$ cat src/hdl/rita_pkg.sv
// shared types, constants and the digit-to-character mapping for the radix converter
// no dependencies; imported by every other module of the block
package rita_pkg;

  localparam int unsigned NUM_W    = 64;  // width of the value field
  localparam int unsigned BASE_W   = 7;   // width of the signed radix field
  localparam int unsigned CHAR_W   = 8;   // ascii character width
  localparam int unsigned MAG_W    = 6;   // holds any legal radix and any remainder
  localparam int unsigned CHAR_PAD = CHAR_W - MAG_W;

  localparam int unsigned Q_DEPTH = 2;    // entries in the front-to-back queue
  localparam int unsigned Q_AW    = 1;    // index bits for Q_DEPTH
  localparam int unsigned Q_CW    = 2;    // fill count bits, holds Q_DEPTH

  localparam logic [BASE_W-1:0] MIN_RADIX = 7'd2;
  localparam logic [BASE_W-1:0] MAX_RADIX = 7'd36;
  localparam logic [MAG_W-1:0]  DEC_RADIX = 6'd10;

  localparam logic [CHAR_W-1:0] CHAR_ZERO  = 8'h30;  // '0'
  localparam logic [CHAR_W-1:0] CHAR_LOWER = 8'h61;  // 'a'
  localparam logic [CHAR_W-1:0] CHAR_UPPER = 8'h41;  // 'A'
  localparam logic [CHAR_W-1:0] CHAR_NONE  = 8'h00;

  // one classified request on its way from the front to the back
  typedef struct packed {
    logic [NUM_W-1:0] value;
    logic [MAG_W-1:0] mag;
    logic             upper;
    logic             bad;
  } entry_t;

  function automatic logic [CHAR_W-1:0] digit_to_char(input logic [MAG_W-1:0] rem,
                                                      input logic upper);
    logic [CHAR_W-1:0] r8;
    logic [CHAR_W-1:0] letter;
    r8     = {{CHAR_PAD{1'b0}}, rem};
    letter = upper ? CHAR_UPPER : CHAR_LOWER;
    if (rem < DEC_RADIX) begin
      return CHAR_ZERO + r8;
    end else begin
      return letter + r8 - {{CHAR_PAD{1'b0}}, DEC_RADIX};
    end
  endfunction

endpackage

$ cat src/hdl/rita_front.sv
// front stage: takes a request, splits the radix into magnitude and letter case,
// flags an illegal radix and hands the entry to the queue; uses rita_pkg
module rita_front #(
  parameter int unsigned VALUE_BITS = 64
) (
  input  logic                                  clk_i,
  input  logic                                  rst_ni,
  input  logic                                  in_valid_i,
  output logic                                  in_stall_o,
  input  logic [rita_pkg::NUM_W-1:0]            number_i,
  input  logic signed [rita_pkg::BASE_W-1:0]    base_sel_i,
  output logic                                  push_valid_o,
  input  logic                                  push_stall_i,
  output rita_pkg::entry_t                      push_entry_o
);
  import rita_pkg::*;

  logic             slot_valid_q, slot_valid_d;
  entry_t           slot_q;
  entry_t           cls;
  logic [BASE_W-1:0] base_u;
  logic [BASE_W-1:0] mag_full;
  logic             accept;
  logic             push;

  always_comb begin
    base_u    = base_sel_i;
    mag_full  = base_u[BASE_W-1] ? (BASE_W'(0) - base_u) : base_u;
    cls.value = NUM_W'(number_i[VALUE_BITS-1:0]);
    cls.mag   = mag_full[MAG_W-1:0];
    // zero counts as non-positive, so it picks upper case
    cls.upper = base_u[BASE_W-1] | (base_u == '0);
    cls.bad   = (mag_full < MIN_RADIX) | (mag_full > MAX_RADIX);
  end

  assign push         = slot_valid_q & ~push_stall_i;
  assign in_stall_o   = slot_valid_q & push_stall_i;
  assign accept       = in_valid_i & ~in_stall_o;
  assign slot_valid_d = accept | (slot_valid_q & ~push);
  assign push_valid_o = slot_valid_q;
  assign push_entry_o = slot_q;

  always_ff @(posedge clk_i or negedge rst_ni) begin
    if (!rst_ni) begin
      slot_valid_q <= 1'b0;
    end else begin
      slot_valid_q <= slot_valid_d;
    end
  end

  always_ff @(posedge clk_i) begin
    if (accept) begin
      slot_q <= cls;
    end
  end

endmodule

$ cat src/hdl/rita_queue.sv
// two-entry queue between the front and the back stage
// depends on rita_pkg for the entry type and depth constants
module rita_queue (
  input  logic             clk_i,
  input  logic             rst_ni,
  input  logic             push_valid_i,
  output logic             push_stall_o,
  input  rita_pkg::entry_t push_entry_i,
  output logic             pop_valid_o,
  input  logic             pop_stall_i,
  output rita_pkg::entry_t pop_entry_o
);
  import rita_pkg::*;

  entry_t          mem_q [Q_DEPTH];
  logic [Q_AW-1:0] wr_ptr_q, rd_ptr_q;
  logic [Q_CW-1:0] count_q;
  logic            push, pop;

  assign push_stall_o = (count_q == Q_CW'(Q_DEPTH));
  assign pop_valid_o  = (count_q != '0);
  assign pop_entry_o  = mem_q[rd_ptr_q];
  assign push         = push_valid_i & ~push_stall_o;
  assign pop          = pop_valid_o & ~pop_stall_i;

  always_ff @(posedge clk_i or negedge rst_ni) begin
    if (!rst_ni) begin
      wr_ptr_q <= '0;
      rd_ptr_q <= '0;
      count_q  <= '0;
    end else begin
      if (push) begin
        wr_ptr_q <= wr_ptr_q + Q_AW'(1);
      end
      if (pop) begin
        rd_ptr_q <= rd_ptr_q + Q_AW'(1);
      end
      if (push && !pop) begin
        count_q <= count_q + Q_CW'(1);
      end else if (pop && !push) begin
        count_q <= count_q - Q_CW'(1);
      end
    end
  end

  always_ff @(posedge clk_i) begin
    if (push) begin
      mem_q[wr_ptr_q] <= push_entry_i;
    end
  end

endmodule

$ cat src/hdl/rita_back.sv
// back stage: repeated division by the radix, digit stack, character output register
// depends on rita_pkg; digits are produced least significant first and popped in reverse
module rita_back #(
  parameter int unsigned VALUE_BITS = 64
) (
  input  logic                          clk_i,
  input  logic                          rst_ni,
  input  logic                          pop_valid_i,
  output logic                          pop_stall_o,
  input  rita_pkg::entry_t              pop_entry_i,
  output logic                          out_valid_o,
  input  logic                          out_stall_i,
  output logic [rita_pkg::CHAR_W-1:0]   digit_char_o,
  output logic                          last_o,
  output logic                          bad_radix_o
);
  import rita_pkg::*;

  localparam int unsigned STEP_BITS = 4;
  localparam int unsigned PAD_BITS  = ((VALUE_BITS + STEP_BITS - 1) / STEP_BITS) * STEP_BITS;
  localparam int unsigned STEPS     = PAD_BITS / STEP_BITS;
  localparam int unsigned SW        = $clog2(STEPS);
  localparam int unsigned AW        = $clog2(VALUE_BITS);
  localparam int unsigned PW        = AW + 1;

  typedef enum logic [2:0] {
    IDLE,
    DIVIDE,
    READ,
    EMIT,
    BAD
  } state_e;

  state_e              state_q;
  logic [PAD_BITS-1:0] val_q, val_d;
  logic [MAG_W-1:0]    rem_q, rem_d;
  logic [MAG_W-1:0]    mag_q;
  logic                upper_q;
  logic [SW-1:0]       step_q;
  logic [PW-1:0]       sp_q, sp_dec;
  logic [MAG_W-1:0]    stack_q [VALUE_BITS];
  logic [MAG_W-1:0]    rdata_q;
  logic                out_valid_q;
  logic [CHAR_W-1:0]   out_char_q;
  logic                out_last_q, out_bad_q;
  logic                out_free;
  logic                out_load;
  logic                last_step;
  logic                take;

  assign out_free    = ~out_valid_q | ~out_stall_i;
  assign out_load    = out_free & ((state_q == EMIT) | (state_q == BAD));
  assign last_step   = (step_q == SW'(STEPS - 1));
  assign pop_stall_o = (state_q != IDLE);
  assign take        = pop_valid_i & (state_q == IDLE);
  assign sp_dec      = sp_q - PW'(1);

  // STEP_BITS restoring division steps per cycle on a narrow remainder
  always_comb begin
    logic [MAG_W:0]         r;
    logic [STEP_BITS-1:0]   qb;
    r  = {1'b0, rem_q};
    qb = '0;
    for (int i = 0; i < STEP_BITS; i++) begin
      r = {r[MAG_W-1:0], val_q[PAD_BITS-1-i]};
      if (r >= {1'b0, mag_q}) begin
        r = r - {1'b0, mag_q};
        qb[STEP_BITS-1-i] = 1'b1;
      end
    end
    rem_d = r[MAG_W-1:0];
    val_d = {val_q[PAD_BITS-STEP_BITS-1:0], qb};
  end

  always_ff @(posedge clk_i or negedge rst_ni) begin
    if (!rst_ni) begin
      state_q     <= IDLE;
      val_q       <= '0;
      rem_q       <= '0;
      mag_q       <= '0;
      upper_q     <= 1'b0;
      step_q      <= '0;
      sp_q        <= '0;
      out_valid_q <= 1'b0;
      out_char_q  <= '0;
      out_last_q  <= 1'b0;
      out_bad_q   <= 1'b0;
    end else begin
      out_valid_q <= (out_valid_q & out_stall_i) | out_load;
      case (state_q)
        IDLE: begin
          if (take) begin
            val_q   <= PAD_BITS'(pop_entry_i.value[VALUE_BITS-1:0]);
            rem_q   <= '0;
            mag_q   <= pop_entry_i.mag;
            upper_q <= pop_entry_i.upper;
            step_q  <= '0;
            sp_q    <= '0;
            state_q <= pop_entry_i.bad ? BAD : DIVIDE;
          end
        end
        DIVIDE: begin
          if (last_step) begin
            // one digit done, quotient stays in val for the next digit
            val_q   <= val_d;
            rem_q   <= '0;
            step_q  <= '0;
            sp_q    <= sp_q + PW'(1);
            if (val_d == '0) begin
              state_q <= READ;
            end
          end else begin
            val_q  <= val_d;
            rem_q  <= rem_d;
            step_q <= step_q + SW'(1);
          end
        end
        READ: begin
          sp_q    <= sp_dec;
          state_q <= EMIT;
        end
        EMIT: begin
          if (out_free) begin
            out_char_q  <= digit_to_char(rdata_q, upper_q);
            out_last_q  <= (sp_q == '0);
            out_bad_q   <= 1'b0;
            state_q     <= (sp_q == '0) ? IDLE : READ;
          end
        end
        BAD: begin
          if (out_free) begin
            out_char_q  <= CHAR_NONE;
            out_last_q  <= 1'b1;
            out_bad_q   <= 1'b1;
            state_q     <= IDLE;
          end
        end
        default: begin
          state_q <= IDLE;
        end
      endcase
    end
  end

  // digit stack
  always_ff @(posedge clk_i) begin
    if (state_q == DIVIDE && last_step) begin
      stack_q[sp_q[AW-1:0]] <= rem_d;
    end
    if (state_q == READ) begin
      rdata_q <= stack_q[sp_dec[AW-1:0]];
    end
  end

  assign out_valid_o  = out_valid_q;
  assign digit_char_o = out_char_q;
  assign last_o       = out_last_q;
  assign bad_radix_o  = out_bad_q;

  a_sp_bound: assert property (@(posedge clk_i) disable iff (!rst_ni)
    sp_q <= PW'(VALUE_BITS))
    else $error("digit stack pointer beyond depth");

  a_rem_below_radix: assert property (@(posedge clk_i) disable iff (!rst_ni)
    (state_q == DIVIDE) |-> (rem_q < mag_q))
    else $error("partial remainder not below radix");

  a_bad_shape: assert property (@(posedge clk_i) disable iff (!rst_ni)
    (out_valid_q && out_bad_q) |-> (out_last_q && out_char_q == CHAR_NONE))
    else $error("bad radix result not a single empty last character");

  a_idle_empty: assert property (@(posedge clk_i) disable iff (!rst_ni)
    (state_q == IDLE) |-> (sp_q == '0))
    else $error("digit stack not empty between conversions");

endmodule

$ cat src/hdl/radix_integer_to_ascii.sv
// radix_integer_to_ascii: turns an unsigned value into ascii digits in a radix of 2 to 36,
// one character per output request, most significant digit first, last flag on the final
// one. a positive base_sel_i gives letters a..z for digits ten and up, zero or negative
// gives A..Z. a radix magnitude outside 2 to 36 gives one request with bad_radix_o, last_o
// and character 0. a value of zero gives the single digit '0'. only the low VALUE_BITS
// bits of number_i count. the back stage divides by the radix four quotient bits per
// cycle, running through all the padded value bits for each digit, then each character
// comes off the digit stack by a memory read and then an output load, which waits out
// any output stall; a bad radix goes straight to the output load. the front stage and
// a two-entry queue keep accepting requests while the back stage works, so up to five
// requests can be in flight, counting one whose final character waits in the output
// register.
// depends on rita_pkg, rita_front, rita_queue and rita_back
module radix_integer_to_ascii #(
  parameter int unsigned VALUE_BITS = 64  // 8 to 64
) (
  input  logic                               clk_i,
  input  logic                               rst_ni,
  // input requests
  input  logic                               in_valid_i,
  output logic                               in_stall_o,
  input  logic [rita_pkg::NUM_W-1:0]         number_i,
  input  logic signed [rita_pkg::BASE_W-1:0] base_sel_i,
  // output characters
  output logic                               out_valid_o,
  input  logic                               out_stall_i,
  output logic [rita_pkg::CHAR_W-1:0]        digit_char_o,
  output logic                               last_o,
  output logic                               bad_radix_o
);
  import rita_pkg::*;

  // front to queue
  logic   f_valid, f_stall;
  entry_t f_entry;
  // queue to back
  logic   b_valid, b_stall;
  entry_t b_entry;

  // classify the radix and register the request
  rita_front #(
    .VALUE_BITS (VALUE_BITS)
  ) u_front (
    .clk_i        (clk_i),
    .rst_ni       (rst_ni),
    .in_valid_i   (in_valid_i),
    .in_stall_o   (in_stall_o),
    .number_i     (number_i),
    .base_sel_i   (base_sel_i),
    .push_valid_o (f_valid),
    .push_stall_i (f_stall),
    .push_entry_o (f_entry)
  );

  // short decoupling queue
  rita_queue u_queue (
    .clk_i        (clk_i),
    .rst_ni       (rst_ni),
    .push_valid_i (f_valid),
    .push_stall_o (f_stall),
    .push_entry_i (f_entry),
    .pop_valid_o  (b_valid),
    .pop_stall_i  (b_stall),
    .pop_entry_o  (b_entry)
  );

  // divide, stack digits, emit characters in reverse
  rita_back #(
    .VALUE_BITS (VALUE_BITS)
  ) u_back (
    .clk_i        (clk_i),
    .rst_ni       (rst_ni),
    .pop_valid_i  (b_valid),
    .pop_stall_o  (b_stall),
    .pop_entry_i  (b_entry),
    .out_valid_o  (out_valid_o),
    .out_stall_i  (out_stall_i),
    .digit_char_o (digit_char_o),
    .last_o       (last_o),
    .bad_radix_o  (bad_radix_o)
  );

endmodule
$ cat config.mk
export PLATFORM = sky130hd
export DESIGN_NAME = radix_integer_to_ascii
export DESIGN_NICKNAME = d
export VERILOG_FILES = /design/src/hdl/rita_pkg.sv /design/src/hdl/rita_front.sv /design/src/hdl/rita_queue.sv /design/src/hdl/rita_back.sv /design/src/hdl/radix_integer_to_ascii.sv
export SDC_FILE = /design/constraint.sdc
export NUM_CORES = 1
export LEC_CHECK = 0
export ABC_CLOCK_PERIOD_IN_PS = 10400
export BUFFER_PORTS_ARGS = -buffer_cell sky130_fd_sc_hd__buf_2
export CORE_UTILIZATION = 35
export CTS_CLUSTER_DIAMETER = 30
export DETAILED_ROUTE_END_ITERATION = 16
export SKIP_CTS_REPAIR_TIMING = 1
export SLEW_MARGIN = 25
export SYNTH_ARGS = -nofsm -noshare
export SYNTH_HDL_FRONTEND = slang
export SYNTH_HIERARCHICAL = 1
export SYNTH_SLANG_ARGS = --single-unit
$ cat constraint.sdc
create_clock -name clk_i -period 10.4 [get_ports clk_i]
set_input_delay 1.56 -clock clk_i [delete_from_list [all_inputs] [get_ports clk_i]]
set_output_delay 1.56 -clock clk_i [all_outputs]
set_load 0.05 [all_outputs]
==> flow_summary.toml, run 1 <==
[status]
status = "completed"

[placement]
post-place-ws_ps = 1259
place.gp.congestion = 0.8535
portBuffers = 86
dpl.hpwl_mm = 38.40

[worst_setup_path]
path_delay_family = "compound AO/OA/AOI/OAI gates"
critPathLaunchType = "flop"
endpoint_kind = "flop"
worstSetupPathType = "flop to flop"
cp_data_arrival_time_ps = 9890
slowest_stage = "mux2i_4"
slowest_delay_ps = 890
critical_path.most_common_cell = "ha_1"
path_max_fanout = 33
crit_required_ps = 11040
crit_buf_inv = 4

[sta]
slew_violations = 0
setup_ws_ps = 1148
rsz0062_at_grt = "false"
worstMarginPinSlew_ps = 1071
setup_viol = 0
hold_viol = 0
skew_ps = 23.85
finalCritPeriodShare_pct = 88.96
fmax_mhz = 108.1
relSlewSlack_pct = 28.60
setup_tns_ps = 0
post-route-min-period_ps = 9252
hold_slack_ps = 440.6

[yosys]
syn_avg_cell_area_um2 = 17.38
synth_top_area_cell = "edfxtp_1"
yosysSeqAreaShare_pct = 71.12
syn-cell-area_um2 = 29350
synth_top_cell_area_share_pct = 62.00
yosys_register_bits = 713
synth_edf_count = 606
syn_nets = 1807
ys_types = 65
ys.flop_type = "edfxtp_1"
async_reset_ff_share_pct = 15.01
synth_cells = 1689
yosysWarnings = 6
synth_area_leaders = "edfxtp_1 (62%), mux4_2 (9.7%), dfrtp_1 (9.1%)"

[run]
max-cap-violations = 0

[pwr]
irDropWorstVdd_mv = 0.2120
p_total_w = 0.007892
pwr_density_cell_nw_per_um2 = 222.7
leakage_nw = 10.56

[drt]
drc = 0
vias = 15480
dr.pass1.iters = 5
avgViaCountPerCell = 5.116
drtIter0Drc = 1123
post_drt_wl_per_cell_um = 19.88
wl_mm = 60.16
ant_nets = 0

[final_layout]
drive_gt1_share_pct = 28.22
nets = 1967
syn2layout_area_growth_pct = 20.73
final_common_cell = "edfxtp_1"
final_cell_mix = "edfxtp_1 (606), nor2_1 (207), clkbuf_16 (133)"
num_antenna_cells = 0

[floorplanning]
die_w_um = 291.6
rows = 105
core_area_um2 = 82500
boundaryPins = 87
dieArea_um2 = 85020
start_util_pct = 35.58
die_h_um = 291.6

[clocking]
path_clk_slew_ps = 50
cts_tree = "yes"
clock-sinks = 713
cts_max_level = 4
clock_path_buffers = 3
cts-root-buf = "clkbuf_16"
cts_buffers = 130
clk_latency_ps = 700

[global_routing]
track_usage_pct = 14.43
grt_pass1_vias = 16061
grt_pass1_wl_mm = 93.90
grt_antenna_before_repair = 0
grt_max_degree = 79
grt-ovfl-total = 0

[worst_hold_path]
hold_class = "flop to flop"
[synth_stat cells (36+ instances only)]
master / n
a21oi_1: 36
clkbuf_1: 56
dfrtp_1: 107
edfxtp_1: 606
ha_1: 38
inv_1: 38
mux2_4: 71
mux4_2: 126
nand2_1: 51
nor2_1: 208
o21ai_0: 41
o22ai_1: 64
[report_power, final]
| part | internal, W | leakage, nW | total, W | switching, W |
|---|---|---|---|---|
| clock network | 0.00264 | 2.10 | 0.00412 | 0.00148 |
| logic | 0.000139 | 3.08 | 0.000334 | 0.000195 |
| registers | 0.00337 | 5.37 | 0.00343 | 0.0000648 |
[layout make-up]
cell class / instances / area (µm²)
timing repair buffer: 107 / 638.1
clock buffer: 149 / 3398
sequential: 713 / 20880
tap: 1070 / 1339
clock inverter: 90 / 1006
inverter: 39 / 146.4
multi-input combinational: 858 / 8026
fill: 7217 / 47070
[registers in the layout, summed over array words and instances, names as in the netlist]
signal	cells
u_front/push_valid_o	1
u_back/rem_q	6
u_back/sp_q	7
u_back/last_o	1
u_back/bad_radix_o	1
u_back/mag_q	6
u_queue/rd_ptr_q	1
u_queue/count_q	2
u_back/digit_char_o	8
u_back/rdata_q	6
u_back/out_valid_o	1
u_back/val_q	64
u_back/state_q	3
u_queue/wr_ptr_q	1
u_queue/mem_q	144
u_back/upper_q	1
u_back/stack_q	384
u_front/push_entry_o	72
u_back/step_q	4
[metrics by stage]
| step | util, % | cells | instance area [µm²] |
|---|---|---|---|
| floorplan | - | 1689 | 29350 |
| global placement | 37.53 | 2785 | 30970 |
| detailed placement | 37.54 | 2785 | 30970 |
| CTS | 42.88 | 3024 | 35380 |
| global route | 42.95 | 3026 | 35440 |
| finish | 42.95 | 3026 | 35440 |
[path summary, 6_finish.rpt]
kind	startpoint	endpoint	slack [ps]	cells past startpoint
setup / recovery	u_back/mag_q[1]	u_back/rem_q[0]	1150	33
hold / removal	u_front/push_entry_o[19]	u_queue/mem_q[1][19]	440	0
setup reg to reg	u_back/mag_q[1]	u_back/rem_q[0]	1150	33
hold reg to reg	u_front/push_entry_o[19]	u_queue/mem_q[1][19]	440	0
max in group asynchronous	rst_ni	u_back/sp_q[0]	8200	2
min in group asynchronous	rst_ni	u_queue/count_q[0]	930	1
[routing by layer]
metal  track usage, %  vias up  part of all wire, %
li1                 -     7026                    -
met1            18.15     7902                   42
met2            23.84      447                   50
met3            3.395      105                  5.4
met4            6.187        0                  2.8
met5                0        -                    0
[logic make-up (layout without fill, tap and decap cells)]
| kind of cell | Yosys count | after routing | share of synthesized area (%) |
|---|---|---|---|
| simple gates | 369 | 369 | 5.631 |
| fa+ha+maj | 43 | 43 | 1.961 |
| mux | 217 | 217 | 14.02 |
| compound gates | 202 | 202 | 4.489 |
| xor+xnor | 27 | 27 | 0.8056 |
| flops | 713 | 713 | 71.12 |
| buf+inv | 118 | 385 | 1.969 |
No activity file was read; power rests on OpenSTA's default activity.
==> inputs of run 2 (changes only) <==
--- a/config.mk
+++ b/config.mk
@@ -14,5 +14,4 @@
 export SLEW_MARGIN = 25
 export SYNTH_ARGS = -nofsm -noshare
 export SYNTH_HDL_FRONTEND = slang
-export SYNTH_HIERARCHICAL = 1
 export SYNTH_SLANG_ARGS = --single-unit
==> run 2 against run 1 <==
  * Cell count is 1.3% higher
  * Highest routed layer unchanged
  * Clock-buffer cell count down 24
  * Non-clock buffer count down 6
  * Sequential cell count is the same
  * Fmax fell by 0.71%
  * Die area shrank 0.89%
  * Via count about the same
  * Design area down 1.0%
  * Core utilization down 0.24 points
==> flow_summary.toml, run 2 <==
[drt]
dr.pass1.iters = 5
drc = 0
drtIter0Drc = 971
ant_nets = 0
vias = 15490
post_drt_wl_per_cell_um = 19.06
wl_mm = 58.40
avgViaCountPerCell = 5.054

[placement]
dpl.hpwl_mm = 36.77
portBuffers = 86
place_area_um2 = 30740
place.gp.congestion = 0.8794

[clocking]
cts-root-buf = "clkbuf_16"
clk_latency_ps = 660
cts_buffers = 119
clock_path_buffers = 3
cts_max_level = 3
clock-sinks = 713
path_clk_slew_ps = 50
cts_tree = "yes"

[worst_setup_path]
worstSetupPathType = "flop to flop"
slowest_stage = "mux2_4"
path_max_fanout = 65
slowest_delay_ps = 740
endpoint_kind = "flop"
crit_required_ps = 10750
cp_data_arrival_time_ps = 9670
critPathLaunchType = "flop"

[floorplanning]
boundaryPins = 87
die_h_um = 290.3
dieArea_um2 = 84270
die_w_um = 290.3
core_area_um2 = 82110
rows = 105
start_util_pct = 35.43

[yosys]
yosys.area_share.adder_pct = 1.979
synth_area_leaders = "edfxtp_1 (63%), mux4_2 (9.8%), dfrtp_1 (9.2%)"
post-synth-top-count-cell = "edfxtp_1"
yosysWarnings = 0
yosys_register_bits = 713
synth.area.mux_share_pct = 13.04
ys_types = 67
synth_top_cell_area_share_pct = 62.56
syn_nets = 1869
synth_cells = 1751
syn-cell-area_um2 = 29090
synth_edf_count = 606
synth_top_area_cell = "edfxtp_1"
synth_top_family_by_area = "multiplexers"
yosysSeqAreaShare_pct = 71.76
synth_compound_area_share_pct = 5.088
syn_avg_cell_area_um2 = 16.61
async_reset_ff_share_pct = 15.01
synth_commonest_cells = "edfxtp_1 (606), nor2_1 (169), mux4_2 (126)"
yosys.area_share.simple_pct = 5.648
ys.flop_type = "edfxtp_1"
synth_xor_area_share_pct = 0.9334

[global_routing]
grt-ovfl-total = 0
grt_antenna_before_repair = 0
grt_pass1_vias = 15960
track_usage_pct = 13.86
grt_pass1_wl_mm = 91.28
grt_max_degree = 134

[sta]
post-route-min-period_ps = 9318
relSlewSlack_pct = 32.24
skew_ps = 25.71
finalCritPeriodShare_pct = 89.60
setup_viol = 0
fmax_mhz = 107.3
setup_tns_ps = 0
worstMarginPinSlew_ps = 1012
hold_viol = 0
rsz0062_at_grt = "false"
slew_violations = 0

[final_layout]
largest_reg_flops = 384
final_cell_mix = "edfxtp_1 (606), nor2_1 (168), mux4_2 (126)"
final_common_cell = "edfxtp_1"
fill_cells = 7150
design_area_um2 = 35070
drive_gt1_share_pct = 23.96
num_antenna_cells = 0
multiInputGateArea_um2 = 7864
seq_area_um2 = 20880
syn2layout_area_growth_pct = 20.56
nets = 2008

[status]
status = "completed"

[run]
max-cap-violations = 0

[worst_hold_path]
hold_class = "flop to flop"
[run 2: cell types whose count changed in the layout (fill, tap and decap cells not counted), sizes merged, moves of 7 or more]
cell,previous run,this run
a21oi,36,87
a22o,2,9
bufinv,10,23
clkbuf,149,125
clkinv,51,42
mux2,81,13
mux2i,10,79
nand2,51,113
nor2,208,170
o21ai,44,110
o22ai,64,2
[run 2: worst max-delay path, delay by kind of cell (launching register included)]
kind	cells	cell delay [ps]
AND/OR/NAND/NOR	5	840
AO/OA/AOI/OAI	15	4380
flip-flops	1	530
buffers and inverters	3	380
adder cells (fa/ha/maj)	4	1150
multiplexers	4	1640
[run 2: cell families (layout without fill, tap and decap cells)]
kind of cell             after synthesis  count (layout)
buffers and inverters                117             361
AO/OA/AOI/OAI                        254             254
flip-flops                           713             713
multiplexers                         218             218
adder cells (fa/ha/maj)               43              43
XOR/XNOR                              31              31
AND/OR/NAND/NOR                      375             375
[run 2: path summary, 6_finish.rpt]
kind | start | endpoint | slack, ps | cells past startpoint
max reg2reg | u_back.mag_q[1] | u_back.stack_q[49][4] | 1080 | 31
max in group asynchronous | rst_ni | u_queue.rd_ptr_q | 8100 | 2
min | u_front.push_entry_o[71] | u_queue.mem_q[0][71] | 430 | 0
min reg2reg | u_front.push_entry_o[71] | u_queue.mem_q[0][71] | 430 | 0
max | u_back.mag_q[1] | u_back.stack_q[49][4] | 1080 | 31
min in group asynchronous | rst_ni | u_back.val_q[55] | 920 | 1
[run 2: per-stage QoR]
| stage | utilization (%) | setup slack, ps | hold slack (ps) | cells |
|---|---|---|---|---|
| final | 42.71 | 1082 | 428.5 | 3065 |
| after detailed placement | 37.44 | 1238 | 429.0 | 2838 |
| after floorplan | - | 1094 | 421.5 | 1751 |
| after global routing | 42.71 | 386.1 | 451.1 | 3065 |
| after global placement | 37.44 | 1480 | 424.9 | 2838 |
| after CTS | 42.66 | 1211 | 435.3 | 3064 |
[run 2: final cells by class]
| type | count | area share, % |
|---|---|---|
| timing repair buffer | 101 | 1.634 |
| inverter | 34 | 0.3639 |
| tap | 1070 | 3.817 |
| clock inverter | 101 | 3.660 |
| multi-input combinational | 921 | 22.42 |
| sequential | 713 | 59.55 |
| clock buffer | 125 | 8.555 |
[run 2: routing by layer]
layer  GRT usage, %  wire length [µm]  up-vias
li1               -                 -     7117
met1          18.13             25130     7835
met2          22.75             28770      415
met3          2.791              2760      123
met4          5.306              1742        0
met5              0                 0        -
Power of run 2 is not shown: default switching activity piles up to over one toggle a cycle in this logic, so the estimate is an artifact.
